==> src/rtl/core/bgp_pkg.sv <==
// Shared types and constants for the bitmap glyph placer.
// Input and result item structs, operation and register codes, FSM states.
// No dependencies.
`timescale 1ns / 1ps

package bgp_pkg;

    // Character codes
    localparam logic [7:0] NEWLINE_CODE = 8'h0A;
    localparam logic [7:0] LOWER_A_CODE = 8'h61;
    localparam logic [7:0] LOWER_Z_CODE = 8'h7A;
    localparam logic [7:0] CASE_OFFSET  = 8'h20;

    // Width of the index divider: map indexes stay below 256
    localparam int DIV_W = 8;

    // Configuration port
    localparam int CFG_IDX_W  = 3;
    localparam int CFG_DATA_W = 8;

    // Register reset values
    localparam logic [7:0] GLYPH_WIDTH_RST   = 8'd8;
    localparam logic [7:0] GLYPH_HEIGHT_RST  = 8'd8;
    localparam logic [7:0] SHEET_COLUMNS_RST = 8'd16;

    typedef enum logic [1:0] {
        OP_LOAD  = 2'd0,
        OP_START = 2'd1,
        OP_CHAR  = 2'd2
    } op_t;

    typedef enum logic [CFG_IDX_W-1:0] {
        REG_GLYPH_WIDTH   = 3'd0,
        REG_GLYPH_HEIGHT  = 3'd1,
        REG_SPACING_X     = 3'd2,
        REG_SPACING_Y     = 3'd3,
        REG_SHEET_COLUMNS = 3'd4,
        REG_MAP_COUNT     = 3'd5,
        REG_FOLD_UPPER    = 3'd6
    } cfg_idx_t;

    typedef enum logic [1:0] {
        ST_IDLE,
        ST_SCAN,
        ST_DIV
    } state_t;

    typedef struct packed {
        logic        [1:0]  operation;
        logic        [7:0]  char_code;
        logic        [5:0]  map_slot;
        logic signed [15:0] start_x;
        logic signed [15:0] start_y;
    } in_item_t;

    typedef struct packed {
        logic signed [15:0] dest_x;
        logic signed [15:0] dest_y;
        logic        [15:0] src_x;
        logic        [15:0] src_y;
        logic        [5:0]  glyph_index;
    } result_t;

endpackage

==> src/rtl/core/bgp_map_mem.sv <==
// Glyph map storage: one write port, one read port, registered read data.
// Depends on nothing but its parameters.
`timescale 1ns / 1ps

module bgp_map_mem #(
    parameter int DEPTH = 64,
    parameter int AW    = 6
) (
    input  logic          clk,
    input  logic          we,
    input  logic [AW-1:0] waddr,
    input  logic [7:0]    wdata,
    input  logic          re,
    input  logic [AW-1:0] raddr,
    output logic [7:0]    rdata
);

    logic [7:0] mem [DEPTH];
    logic [7:0] rdata_reg;

    // Write port
    always_ff @(posedge clk)
    begin
        if (we)
        begin
            mem[waddr] <= wdata;
        end
    end

    // Read port, registered read data, updated when re is high
    always_ff @(posedge clk)
    begin
        if (re)
        begin
            rdata_reg <= mem[raddr];
        end
    end

    assign rdata = rdata_reg;

endmodule

==> src/rtl/core/bgp_div.sv <==
// Restoring divider, one quotient bit per cycle, for glyph index by sheet columns.
// Depends on bgp_pkg for DIV_W.
`timescale 1ns / 1ps

module bgp_div
    import bgp_pkg::*;
(
    input  logic             clk,
    input  logic             rst_n,
    input  logic             start,
    input  logic [DIV_W-1:0] dividend,
    input  logic [DIV_W-1:0] divisor,
    output logic             done,
    output logic [DIV_W-1:0] quotient,
    output logic [DIV_W-1:0] remainder
);

    localparam int CNT_W = $clog2(DIV_W + 1);

    logic             run_reg,  run_next;
    logic             done_reg, done_next;
    logic [CNT_W-1:0] cnt_reg,  cnt_next;
    logic [DIV_W-1:0] rem_reg,  rem_next;
    logic [DIV_W-1:0] quo_reg,  quo_next;
    logic [DIV_W-1:0] dsr_reg,  dsr_next;
    logic [DIV_W:0]   shifted;
    logic [DIV_W:0]   diff;
    logic             ge;

    // One restoring step: bring down the next dividend bit
    always_comb
    begin
        shifted   = {rem_reg, quo_reg[DIV_W-1]};
        ge        = (shifted >= {1'b0, dsr_reg});
        diff      = shifted - {1'b0, dsr_reg};
        run_next  = run_reg;
        done_next = 1'b0;
        cnt_next  = cnt_reg;
        rem_next  = rem_reg;
        quo_next  = quo_reg;
        dsr_next  = dsr_reg;
        if (start)
        begin
            run_next = 1'b1;
            cnt_next = '0;
            rem_next = '0;
            quo_next = dividend;
            dsr_next = divisor;
        end
        else if (run_reg)
        begin
            rem_next = ge ? diff[DIV_W-1:0] : shifted[DIV_W-1:0];
            quo_next = {quo_reg[DIV_W-2:0], ge};
            cnt_next = cnt_reg + CNT_W'(1);
            if (cnt_reg == CNT_W'(DIV_W - 1))
            begin
                run_next  = 1'b0;
                done_next = 1'b1;
            end
        end
    end

    // Control state
    always_ff @(posedge clk or negedge rst_n)
    begin
        if (!rst_n)
        begin
            run_reg  <= 1'b0;
            done_reg <= 1'b0;
            cnt_reg  <= '0;
        end
        else
        begin
            run_reg  <= run_next;
            done_reg <= done_next;
            cnt_reg  <= cnt_next;
        end
    end

    // Datapath
    always_ff @(posedge clk)
    begin
        rem_reg <= rem_next;
        quo_reg <= quo_next;
        dsr_reg <= dsr_next;
    end

    assign done      = done_reg;
    assign quotient  = quo_reg;
    assign remainder = rem_reg;

endmodule

==> src/rtl/core/bitmap_glyph_placer.sv <==
// Top level of the bitmap glyph placer: command FSM, cursor registers, config.
// Depends on bgp_pkg, bgp_map_mem and bgp_div.
`timescale 1ns / 1ps

// An item is taken when start is high and busy is low. Load and start items,
// newlines, and characters searched against an empty map (map_count of zero)
// finish in the accept cycle and leave busy low. Any other character scans the
// glyph map memory one entry per cycle, first match wins, and a match then
// runs the index divider and forms the result from its quotient and remainder.
// A result is shown on result for exactly one cycle with result_valid high and
// cannot be held off; the next item may be accepted in that same cycle. Config
// writes are taken at any edge with cfg_we high and must only be made while the
// block is idle. Map entries never loaded read as undefined.
module bitmap_glyph_placer
    import bgp_pkg::*;
#(
    parameter int MAP_SIZE = 64
) (
    input  logic                  clk,
    input  logic                  rst_n,
    input  logic                  start,
    output logic                  busy,
    input  in_item_t              in_item,
    output logic                  result_valid,
    output result_t               result,
    input  logic                  cfg_we,
    input  logic [CFG_IDX_W-1:0]  cfg_index,
    input  logic [CFG_DATA_W-1:0] cfg_data
);

    localparam int IDX_W = (MAP_SIZE > 1) ? $clog2(MAP_SIZE) : 1;
    localparam int CNT_W = $clog2(MAP_SIZE + 1);

    // Config registers
    logic [7:0] glyph_width_reg;
    logic [7:0] glyph_height_reg;
    logic [7:0] spacing_x_reg;
    logic [7:0] spacing_y_reg;
    logic [7:0] sheet_columns_reg;
    logic [6:0] map_count_reg;
    logic       fold_upper_reg;

    // Control and cursor state
    state_t           state_reg,     state_next;
    logic [CNT_W-1:0] iss_cnt_reg,   iss_cnt_next;
    logic             chk_valid_reg, chk_valid_next;
    logic [IDX_W-1:0] chk_idx_reg,   chk_idx_next;
    logic [IDX_W-1:0] found_idx_reg, found_idx_next;
    logic [7:0]       code_reg,      code_next;
    logic [15:0]      cursor_x_reg,  cursor_x_next;
    logic [15:0]      cursor_y_reg,  cursor_y_next;
    logic [15:0]      origin_x_reg,  origin_x_next;
    logic             result_valid_reg, result_valid_next;
    result_t          result_reg,    result_next;

    // Map memory and divider hookup
    logic             mem_we;
    logic [IDX_W-1:0] mem_waddr;
    logic             mem_re;
    logic [IDX_W-1:0] mem_raddr;
    logic [7:0]       mem_rdata;
    logic             div_start;
    logic [DIV_W-1:0] div_divisor;
    logic             div_done;
    logic [DIV_W-1:0] div_quo;
    logic [DIV_W-1:0] div_rem;

    // Derived values
    logic [8:0]       slot_ext;
    logic [8:0]       count_ext;
    logic [CNT_W-1:0] limit;
    logic [15:0]      advance;
    logic [15:0]      line_step;
    logic [7:0]       folded_code;
    logic             accept;
    logic [DIV_W-1:0] found_idx_ext;

    bgp_map_mem #(
        .DEPTH (MAP_SIZE),
        .AW    (IDX_W)
    ) u_map (
        .clk   (clk),
        .we    (mem_we),
        .waddr (mem_waddr),
        .wdata (in_item.char_code),
        .re    (mem_re),
        .raddr (mem_raddr),
        .rdata (mem_rdata)
    );

    bgp_div u_div (
        .clk       (clk),
        .rst_n     (rst_n),
        .start     (div_start),
        .dividend  (DIV_W'(chk_idx_reg)),
        .divisor   (div_divisor),
        .done      (div_done),
        .quotient  (div_quo),
        .remainder (div_rem)
    );

    // Config derived terms
    always_comb
    begin
        slot_ext    = {3'b000, in_item.map_slot};
        count_ext   = {2'b00, map_count_reg};
        limit       = (count_ext > 9'(MAP_SIZE)) ? CNT_W'(MAP_SIZE) : count_ext[CNT_W-1:0];
        advance     = {8'h00, glyph_width_reg} + {{8{spacing_x_reg[7]}}, spacing_x_reg};
        line_step   = {8'h00, glyph_height_reg} + {{8{spacing_y_reg[7]}}, spacing_y_reg};
        div_divisor = (sheet_columns_reg == 8'h00) ? DIV_W'(1) : DIV_W'(sheet_columns_reg);
        accept      = start && (state_reg == ST_IDLE);
        found_idx_ext = DIV_W'(found_idx_reg);
        if (fold_upper_reg && (in_item.char_code >= LOWER_A_CODE)
            && (in_item.char_code <= LOWER_Z_CODE))
        begin
            folded_code = in_item.char_code - CASE_OFFSET;
        end
        else
        begin
            folded_code = in_item.char_code;
        end
    end

    // Next state and outputs
    always_comb
    begin
        state_next        = state_reg;
        iss_cnt_next      = iss_cnt_reg;
        chk_valid_next    = 1'b0;
        chk_idx_next      = chk_idx_reg;
        found_idx_next    = found_idx_reg;
        code_next         = code_reg;
        cursor_x_next     = cursor_x_reg;
        cursor_y_next     = cursor_y_reg;
        origin_x_next     = origin_x_reg;
        result_valid_next = 1'b0;
        result_next       = result_reg;
        mem_we            = 1'b0;
        mem_waddr         = slot_ext[IDX_W-1:0];
        mem_re            = 1'b0;
        mem_raddr         = iss_cnt_reg[IDX_W-1:0];
        div_start         = 1'b0;

        case (state_reg)
            ST_IDLE:
            begin
                if (accept)
                begin
                    case (in_item.operation)
                        OP_LOAD:
                        begin
                            mem_we = (slot_ext < 9'(MAP_SIZE));
                        end
                        OP_START:
                        begin
                            origin_x_next = in_item.start_x;
                            cursor_x_next = in_item.start_x;
                            cursor_y_next = in_item.start_y;
                        end
                        OP_CHAR:
                        begin
                            if (in_item.char_code == NEWLINE_CODE)
                            begin
                                cursor_x_next = origin_x_reg;
                                cursor_y_next = cursor_y_reg + line_step;
                            end
                            else if (limit == '0)
                            begin
                                // nothing to search: advance like a space
                                cursor_x_next = cursor_x_reg + advance;
                            end
                            else
                            begin
                                code_next    = folded_code;
                                iss_cnt_next = '0;
                                state_next   = ST_SCAN;
                            end
                        end
                        default:
                        begin
                        end
                    endcase
                end
            end

            ST_SCAN:
            begin
                // issue one read per cycle while entries remain
                if (iss_cnt_reg < limit)
                begin
                    mem_re         = 1'b1;
                    chk_valid_next = 1'b1;
                    chk_idx_next   = iss_cnt_reg[IDX_W-1:0];
                    iss_cnt_next   = iss_cnt_reg + CNT_W'(1);
                end
                // check the entry read last cycle
                if (chk_valid_reg && (mem_rdata == code_reg))
                begin
                    found_idx_next = chk_idx_reg;
                    div_start      = 1'b1;
                    chk_valid_next = 1'b0;
                    state_next     = ST_DIV;
                end
                else if (chk_valid_reg && ((CNT_W'(chk_idx_reg) + CNT_W'(1)) == limit))
                begin
                    cursor_x_next  = cursor_x_reg + advance;
                    chk_valid_next = 1'b0;
                    state_next     = ST_IDLE;
                end
            end

            ST_DIV:
            begin
                if (div_done)
                begin
                    result_next.dest_x      = cursor_x_reg;
                    result_next.dest_y      = cursor_y_reg;
                    result_next.src_x       = 16'(div_rem) * 16'(glyph_width_reg);
                    result_next.src_y       = 16'(div_quo) * 16'(glyph_height_reg);
                    result_next.glyph_index = found_idx_ext[5:0];
                    result_valid_next       = 1'b1;
                    cursor_x_next           = cursor_x_reg + advance;
                    state_next              = ST_IDLE;
                end
            end

            default:
            begin
                state_next = ST_IDLE;
            end
        endcase
    end

    // Control and cursor registers
    always_ff @(posedge clk or negedge rst_n)
    begin
        if (!rst_n)
        begin
            state_reg        <= ST_IDLE;
            iss_cnt_reg      <= '0;
            chk_valid_reg    <= 1'b0;
            cursor_x_reg     <= '0;
            cursor_y_reg     <= '0;
            origin_x_reg     <= '0;
            result_valid_reg <= 1'b0;
        end
        else
        begin
            state_reg        <= state_next;
            iss_cnt_reg      <= iss_cnt_next;
            chk_valid_reg    <= chk_valid_next;
            cursor_x_reg     <= cursor_x_next;
            cursor_y_reg     <= cursor_y_next;
            origin_x_reg     <= origin_x_next;
            result_valid_reg <= result_valid_next;
        end
    end

    // Payload registers
    always_ff @(posedge clk)
    begin
        chk_idx_reg   <= chk_idx_next;
        found_idx_reg <= found_idx_next;
        code_reg      <= code_next;
        result_reg    <= result_next;
    end

    // Config write port
    always_ff @(posedge clk or negedge rst_n)
    begin
        if (!rst_n)
        begin
            glyph_width_reg   <= GLYPH_WIDTH_RST;
            glyph_height_reg  <= GLYPH_HEIGHT_RST;
            spacing_x_reg     <= '0;
            spacing_y_reg     <= '0;
            sheet_columns_reg <= SHEET_COLUMNS_RST;
            map_count_reg     <= '0;
            fold_upper_reg    <= 1'b0;
        end
        else if (cfg_we)
        begin
            case (cfg_index)
                REG_GLYPH_WIDTH:   glyph_width_reg   <= cfg_data;
                REG_GLYPH_HEIGHT:  glyph_height_reg  <= cfg_data;
                REG_SPACING_X:     spacing_x_reg     <= cfg_data;
                REG_SPACING_Y:     spacing_y_reg     <= cfg_data;
                REG_SHEET_COLUMNS: sheet_columns_reg <= cfg_data;
                REG_MAP_COUNT:     map_count_reg     <= cfg_data[6:0];
                REG_FOLD_UPPER:    fold_upper_reg    <= cfg_data[0];
                default:
                begin
                end
            endcase
        end
    end

    assign busy         = (state_reg != ST_IDLE);
    assign result_valid = result_valid_reg;
    assign result       = result_reg;

endmodule
==> config.mk <==
export PLATFORM = sky130hd
export DESIGN_NAME = bitmap_glyph_placer
export DESIGN_NICKNAME = d
export VERILOG_FILES = /design/src/rtl/core/bgp_pkg.sv /design/src/rtl/core/bgp_map_mem.sv /design/src/rtl/core/bgp_div.sv /design/src/rtl/core/bitmap_glyph_placer.sv
export SDC_FILE = /design/constraint.sdc
export NUM_CORES = 1
export LEC_CHECK = 0
export ABC_AREA = 1
export BUFFER_PORTS_ARGS = -buffer_cell sky130_fd_sc_hd__clkbuf_2
export CORE_MARGIN = 2
export CORE_UTILIZATION = 60
export DETAILED_ROUTE_END_ITERATION = 16
export GPL_ROUTABILITY_DRIVEN = 1
export GPL_TIMING_DRIVEN = 0
export PLACE_DENSITY = 0.78
export SLEW_MARGIN = 30
export SYNTH_ARGS = -nofsm -noshare
export SYNTH_HDL_FRONTEND = slang
export SYNTH_HIERARCHICAL = 1
export SYNTH_SLANG_ARGS = --single-unit
export TNS_END_PERCENT = 50
==> constraint.sdc <==
create_clock -name clk -period 12.81 [get_ports clk]
set_input_delay 0 -clock clk [delete_from_list [all_inputs] [get_ports clk]]
set_output_delay 0 -clock clk [all_outputs]
set_load 0.1 [all_outputs]
==> results.md, run 1 <==
- I/O pins: ~140
- Outcome: complete, no violations
- Max_cap viols: 0
- Slew HR: roughly a third
- Final setup margin: ~8000 ps
- Core footprint: about 0.063 mm²
- Synth top area share: roughly half
- Wire length per cell: 20.0 µm
- Clk buf depth: 3
- Final period util: 37.3%
- Number of synthesized flops with an enable pin: around 630
- Fraction of layout cells with a size suffix above 1: 9.80%
- Sum of negative setup slack: 0 ps
- Largest fanout on the critical path: 9
- Hold Fails Final Rpt: 0
- GRT Residual Overflow: 0
- ANT nets after route: 0
- Area of the multi-input gates: 0.0137 mm²
- Largest net degree at the start of global routing: 78
- Most frequent cells in the layout: 1138 x nand2_1, 626 x edfxtp_1, 521 x nand3_1
- Flop2flop setup slack: about 8000 ps
- Root Driver: clkbuf_16
- Final setup fails: 0
- Cts bufs inserted: 78
- Post-CTS sizing: 0
- Most common cell after layout, fill and taps aside: nand2_1
- Arrival time of the worst setup path: 5160 ps
- Crit start category: flip-flop
- Static Leak: about 19 nW
- Post-CTS Setup Repair Bufs: 0
- Fin crit period: 4770 ps
- Final WL: between 90 and 100 mm
- Pwr dens: 194 mW/mm²
- Input/output buffers: approximately 130
- Peak VDD IR: around 140 µV
- WP buf/inv: 4
- Pwr Total: about 8.3 mW
- Fin nets: between 4000 and 5000
- P_int: around 5.2 mW
- WS Path Type: flip-flop to flip-flop
- Flip-flop and latch area: 0.0218 mm²
- Final HPWL DP: a little under 70 mm
- Setup Skew: 38.8 ps
- Routed vias: approximately 29000
- Clock power frac: approximately 27%
- P&R area growth vs syn: 13.8%
- Worst-Margin Slew: 995 ps
- Cell chain of the critical path: clkbuf_1 -> nand2_1 -> fa_1 -> fa_1 -> inv_1 -> fa_1 -> inv_1 -> fa_1 -> inv_1 -> ha_1 -> a21o_1 -> a21oi_1 -> o21ai_0 -> a21oi_1 -> nor2_1 -> nor2_1 -> xnor2_1
- Initial Util: between 60 and 70%
- Mapped Area: ~0.038 mm²
- Register area share after synthesis: roughly 58%
- CP dominant cell by count: fa_1
- FMAX: 210 MHz
- Combinational power share: a little under two fifths
- GP Congestion: between 0.9 and 1
- Synth top area cells: edfxtp_1 50%, nand2_1 11%, dfrtp_1 7.3%, nand3_1 6.9%, ha_1 4.8%
- Max Slew Vio Count: 0
- Post-synthesis cell count: 3760
- Sw Ratio: between 30 and 40%
- Vias in the first global route: about 28000
- WP data required: between 10000 and 15000 ps
- #FFs+latches synth: 747
- Area leader, netlist: edfxtp_1
- TritonCTS Sinks: 747
- Asr flop ratio synth: 15.1%
- Die H: about 260 µm
- CTS tree: yes
- Later-pin clock latency in the skew report: 660 ps
- # rows: about 90
- Top Family by Delay on Critical Path: adder cells
- Number of flip-flops in the largest register: about 500
- HP Class: input pin to flip-flop
- RSZ-0062 raised after global routing: false
- Worst slack, placed: just over 8000 ps
- Yosys cell types: 56
- DRT Pass-1 Iters: 6
- Clock transition at path regs: 60 ps
- First-pass GRT wire length: about 150 mm
- CP max stage cell: fa_1
- 1st-iter DRT viols: around 3300
- GRT Total Usage: between 30% and 40%
- Mapped Avg Cell Area: between 10 and 15 µm²
- DR vias/cell: about 5.8
- Die Area: 0.0651 mm²
- Reg power frac: between 30% and 40%
- CP endpoint kind: flip-flop
- H-tree levels: 3
- Synth warn: 6
- Antenna violations before repair: 5
- Sw power: 3.10 mW
- DRC violations left: 0
- Slowest stage delay, CP: about 550 ps
- Ys flop type: edfxtp_1
- Die Wd: 255 µm
- Filler cells: between 4000 and 5000
[Yosys cell counts, drive strengths merged, types with 5 or more instances]
library cell and instances:
nor3 14, nor2 175, buf 105, ha 145, nand3 523, mux2 10
edfxtp 626, clkbuf 73, dfrtp 110, o21bai 6, a21o 13, a21oi 85
o31ai 7, xor2 43, nand2 1145, dfxtp 8, inv 350, nand3b 11
o211ai 6, o21ai 125, fa 77, nor4 9, o21a 5, a31oi 11
nand4 24, xnor2 22
[layout make-up]
| cell class | count | area share (%) |
|---|---|---|
| Antenna cell | 2 | 0.0116 |
| Buffer | 178 | 2.48 |
| Clock buffer | 108 | 5.06 |
| Timing Repair Buffer | 211 | 3.58 |
| Sequential cell | 747 | 50.6 |
| Tap cell | 846 | 2.46 |
| Multi-Input combinational cell | 2485 | 31.9 |
| Inverter | 351 | 3.08 |
| Clock inverter | 34 | 0.872 |
[timing repair]
item	in CTS	in global routing
endpoints found under the setup margin	0	0
endpoints found under the hold margin	344	0
hold buffers	65	0
[power groups by stage]
stage | Clock, mW | Combinational (mW) | Sequential (mW)
2_1_floorplan | 0 | 2.20 | 2.99
3_3_place_gp | 0 | 2.93 | 3.04
3_5_place_dp | 0 | 3.00 | 3.04
4_1_cts | 2.26 | 3.06 | 2.99
5_1_grt | 2.36 | 3.47 | 3.02
6_report | 2.24 | 3.11 | 3.00
[path summary, 6_finish.rpt]
| kind | from | to | cells after the start |
|---|---|---|---|
| max reg2reg | glyph_width_reg[3] | result[34] | 17 |
| min reg2reg | found_idx_reg[0] | result[0] | 0 |
| min in group asynchronous | rst_n | cursor_x_reg[10] | 4 |
| max | glyph_width_reg[3] | result[34] | 17 |
| min | in_item[32] | u_map/mem[50][0] | 2 |
| max in group asynchronous | rst_n | sheet_columns_reg[4] | 4 |
[routing by layer]
metal	vias to the layer above	track usage [%]	routed length, µm
met5	-	0	28
met4	4	16.5	5630
met3	322	5.33	9200
met2	1517	51.6	47300
met1	13500	39.2	37000
li1	13200	-	-
[worst reg2reg max path, cell delays in order (launching register included)]
cell      delay [ps]
dfstp_2          530
clkbuf_1         420
nand2_1          150
fa_1             520
fa_1             550
inv_1             50
fa_1             470
inv_1             50
fa_1             470
inv_1             40
ha_1             320
a21o_1           190
a21oi_1          190
o21ai_0          160
a21oi_1          160
nor2_1            50
nor2_1           110
xnor2_1           70
[cell families (layout without fill, tap and decap cells)]
| group | count (synthesis) | count (layout) | synth area share [%] |
|---|---|---|---|
| and+or+nand+nor | 1909 | 1909 | 21.3 |
| xor gates and xnor gates | 65 | 65 | 1.50 |
| other | 1 | 4 | 0.00991 |
| buffers and inverters | 529 | 882 | 6.33 |
| muxes | 10 | 10 | 0.298 |
| AOI/OAI and AO/OA | 277 | 277 | 4.11 |
| DFF | 747 | 747 | 57.6 |
| adders and majority gates | 222 | 222 | 8.87 |
[per-stage QoR]
stage               utilization [%]  hold WS (ps)  std cells  cell area [µm²]
detailed placement             63.5         -60.6       4753            39800
global route                   68.6          61.9       4962            43100
global placement               63.1           258       4738            39600
finish                         68.6          48.9       4962            43100
floorplan                         -          -296       3761            37800
CTS                            68.6          20.9       4960            43100
No activity file was read; power rests on OpenSTA's default activity.
==> inputs of run 2 (changes only) <==
--- a/config.mk
+++ b/config.mk
@@ -5,14 +5,14 @@
 export SDC_FILE = /design/constraint.sdc
 export NUM_CORES = 1
 export LEC_CHECK = 0
-export ABC_AREA = 1
+export ABC_AREA = 0
 export BUFFER_PORTS_ARGS = -buffer_cell sky130_fd_sc_hd__clkbuf_2
 export CORE_MARGIN = 2
-export CORE_UTILIZATION = 60
+export CORE_UTILIZATION = 56
 export DETAILED_ROUTE_END_ITERATION = 16
 export GPL_ROUTABILITY_DRIVEN = 1
 export GPL_TIMING_DRIVEN = 0
-export PLACE_DENSITY = 0.78
+export PLACE_DENSITY = 0.76
 export SLEW_MARGIN = 30
 export SYNTH_ARGS = -nofsm -noshare
 export SYNTH_HDL_FRONTEND = slang
==> constraint.sdc (replaced) <==
create_clock -name clk -period 4.2 [get_ports clk]
set_input_delay 0 -clock clk [delete_from_list [all_inputs] [get_ports clk]]
set_output_delay 0 -clock clk [all_outputs]
set_load 0.1 [all_outputs]
==> run 2 against run 1 <==
  * The run now ends with negative setup slack left
  * Final cell count shrank 27%
  * Sequential share of layout area is 1.9 points higher
  * Area after synthesis fell by 4.7%
  * Clock power increased to 3.0 times the previous value
  * Synthesized cell count is 36% lower
==> results.md, run 2 <==
- Outcome: complete, but fails checks
- Failing checks: negative setup slack
- Vias in the first global route: 22500 (-19%)
- First-pass GRT wire length: 132 mm (-14%)
- 1st-iter DRT viols: 2317 (-30%)
- Core footprint: 0.0640 mm² (+2.0%)
- DRT Pass-1 Iters: 5 (-1)
- Post-synthesis cell count: 2400 (-36%)
- Setup Skew: 26.8 ps (-12.0 ps)
- Worst slack, placed: -389 ps (-8460 ps)
- Cell chain of the critical path: nand2_2 -> fa_1 -> fa_1 -> inv_1 -> fa_1 -> inv_1 -> fa_1 -> inv_2 -> ha_4 -> inv_4 -> o21bai_4 -> a31o_4 -> a41o_1 -> o41ai_2 -> xnor2_1
- Max_cap viols: 0 (unchanged)
- Synth top area share: 52.1% (+2.5 points)
- Routed vias: 22100 (-22%)
- GP Congestion: 0.923 (-4.9%)
- Sw power: 9.67 mW (+210%)
- Fin nets: 2980 (-31%)
- Register area share after synthesis: 60.4% (+2.9 points)
- # rows: 93 (+1.1%)
- Worst-Margin Slew: 1030 ps (+31.0 ps)
- DR vias/cell: 6.13 (+6.6%)
- Yosys cell types: 95 (+70%)
- WS Path Type: flip-flop to flip-flop
- #FFs+latches synth: 747 (unchanged)
- Hold Fails Final Rpt: 0 (unchanged)
- Pwr Total: 27.6 mW (+230%)
- Crit. path cell count: 15 (-2)
- Die H: 258 µm (+1.0%)
- Arrival time of the worst setup path: 4690 ps (-470 ps)
- Ys flop type: edfxtp_1
- Clock transition at path regs: 60 ps (about the same)
- Peak VDD IR: 426 µV (+210%)
- Fraction of layout cells with a size suffix above 1: 23.5% (+14 points)
- Antenna violations before repair: 0 (-5)
- CP dominant cell by count: fa_1
- Most common cell after layout, fill and taps aside: edfxtp_1
- Commonest cells post-synth: 626 x edfxtp_1, 159 x nor2_1, 145 x ha_1
- TritonCTS Sinks: 747 (unchanged)
- Max Slew Vio Count: 0 (unchanged)
- CP endpoint kind: flip-flop
- Fin crit period: 4330 ps (-441 ps)
- CTS tree: yes
- P_int: 17.9 mW (+240%)
- Flop2flop setup slack: -130 ps (-8170 ps)
- Pwr dens: 665 mW/mm² (+240%)
- Synth top area cells: edfxtp_1 52%, mux4_2 7.9%, dfrtp_1 7.6%, ha_1 5.0%, fa_1 4.3%
- GRT Total Usage: 26.1% (-4.9 points)
- Asr flop ratio synth: 15.1% (unchanged)
- Die Area: 0.0664 mm² (+2.0%)
- Final HPWL DP: 57.4 mm (-17%)
- Clock power frac: 24.6% (-2.2 points)
- Initial Util: 56.3% (-4.0 points)
- Hold Path Cell Cnt: 3 (+1)
- Later-pin clock latency in the skew report: 630 ps (-30 ps)
- Die Wd: 258 µm (+1.0%)
- R2R depth: 15 (-2)
- Input/output buffers: 128 (-2.3%)
- I/O pins: 135 (unchanged)
- Static Leak: 15.2 nW (-19%)
- Final setup margin: -131 ps (-8170 ps)
- Slowest stage delay, CP: 680 ps (+130 ps)
- Hold WS: 41.2 ps (-7.64 ps)
- Final setup fails: 3 (+3)
- RSZ-0062 raised after global routing: true
- Most common cell in the netlist: edfxtp_1
- P&R area growth vs syn: 15.2%
- Wire length per cell: 24.0 µm (+20%)
- FMAX: 231 MHz (+10%)
- H-tree levels: 3 (unchanged)
- Final period util: 103% (+66 points)
- HP Class: input pin to flip-flop
- WP data required: 4560 ps (-8640 ps)
- DRC violations left: 0 (unchanged)
- CP max stage cell: dfstp_2
- GRT Residual Overflow: 0 (unchanged)
- Crit start category: flip-flop
- # diodes: 0 (-2)
- Largest net degree at the start of global routing: 72 (-7.7%)
- Reg power frac: 34.5% (-1.4 points)
- Mapped Avg Cell Area: 15.0 µm² (+49%)
- Root Driver: clkbuf_16
- Final WL: 86.6 mm (-13%)
- Number of flip-flops in the largest register: 512 (unchanged)
- Cts bufs inserted: 77 (-1.3%)
- Combinational power share: 40.9% (+3.6 points)
- Largest fanout on the critical path: 8 (-1)
- Top Family by Delay on Critical Path: adder cells
- WP buf/inv: 4 (unchanged)
- Slew HR: 31.3% (-2.1 points)
- Clk buf depth: 3 (unchanged)
- Sw Ratio: 35.0% (-2.2 points)
- Synth warn: 6 (unchanged)
- Most frequent cells in the layout: 626 x edfxtp_1, 156 x nor2_1, 132 x ha_1
- Mapped Area: 0.0361 mm² (-4.7%)
- ANT nets after route: 0 (unchanged)
- Number of synthesized flops with an enable pin: 626 (unchanged)
- Area leader, netlist: edfxtp_1
- Sum of negative setup slack: -304 ps (-304 ps)
-- run 2: cell types whose count changed after synthesis, sizes merged, moves of 63 or more --
| cell | change |
|---|---|
| o21ai | -63 |
| mux2 | +75 |
| mux4 | +126 |
| nand2 | -1018 |
| inv | -221 |
| nand3 | -484 |
| and2 | +108 |
-- run 2: metrics by stage --
step	cells	cell area, µm²	util (%)
6_report	3610	41500	64.9
5_1_grt	3610	41500	64.9
4_1_cts	3593	41200	64.4
3_5_place_dp	3387	38000	59.4
3_3_place_gp	3384	37900	59.2
2_1_floorplan	2401	36200	-
-- run 2: timing repair --
action,4_1_cts,5_1_grt
setup buffers,18,17
hold buffers,49,0
pin swaps,15,22
resized for setup,23,51
endpoints found under the setup margin,12,20
hold endpoints to repair,206,0
-- run 2: layout make-up --
type | count | area [µm²]
Inverter | 130 | 492
Multi-Input combinational cell | 1444 | 13700
Clock buffer | 97 | 2050
Timing Repair Buffer | 215 | 1520
Fill cell | 4476 | 22500
Tap cell | 855 | 1070
Clock inverter | 42 | 454
Sequential cell | 747 | 21800
Buffer | 80 | 469
-- run 2: layer usage --
metal  track usage, %  wire, µm  up-vias
met5                0         0        -
met4             10.7      3570        0
met3             4.46      6720      233
met2             44.3     43300      994
met1             33.7     33000    11300
li1                 -         -     9649
-- run 2: worst paths after layout --
path	from	to
max	glyph_width_reg[3]	result[37]
min in group asynchronous	rst_n	cursor_y_reg[7]
max in group asynchronous	rst_n	sheet_columns_reg[4]
max reg2reg	glyph_width_reg[3]	result[37]
min	in_item[32]	u_map/mem[49][7]
min reg2reg	found_idx_reg[3]	result[3]
-- run 2: tightest hold or removal path, stage by stage --
cell      delay [ps]
clkbuf_2         130
nand4_1          190
nor3_2           150
-- run 2: power groups by stage --
| stage | Sequential [mW] | Clock (mW) | Combinational (mW) |
|---|---|---|---|
| final | 9.51 | 6.80 | 11.3 |
| after global routing | 9.58 | 7.19 | 12.4 |
| after CTS | 9.51 | 6.89 | 10.8 |
| after detailed placement | 9.67 | 0 | 10.5 |
| after global placement | 9.65 | 0 | 10.1 |
| after floorplan | 9.38 | 0 | 8.19 |
-- run 2: kinds of logic after synthesis --
kind of cell    Yosys count  synth area share (%)
flops                   747                  60.4
simple gates            575                  7.94
compound gates          324                  6.27
mux                     238                  11.3
fa+ha+maj               222                  9.31
buf+inv                 210                  2.66
xor+xnor                 83                  2.08
other cells               1                0.0104
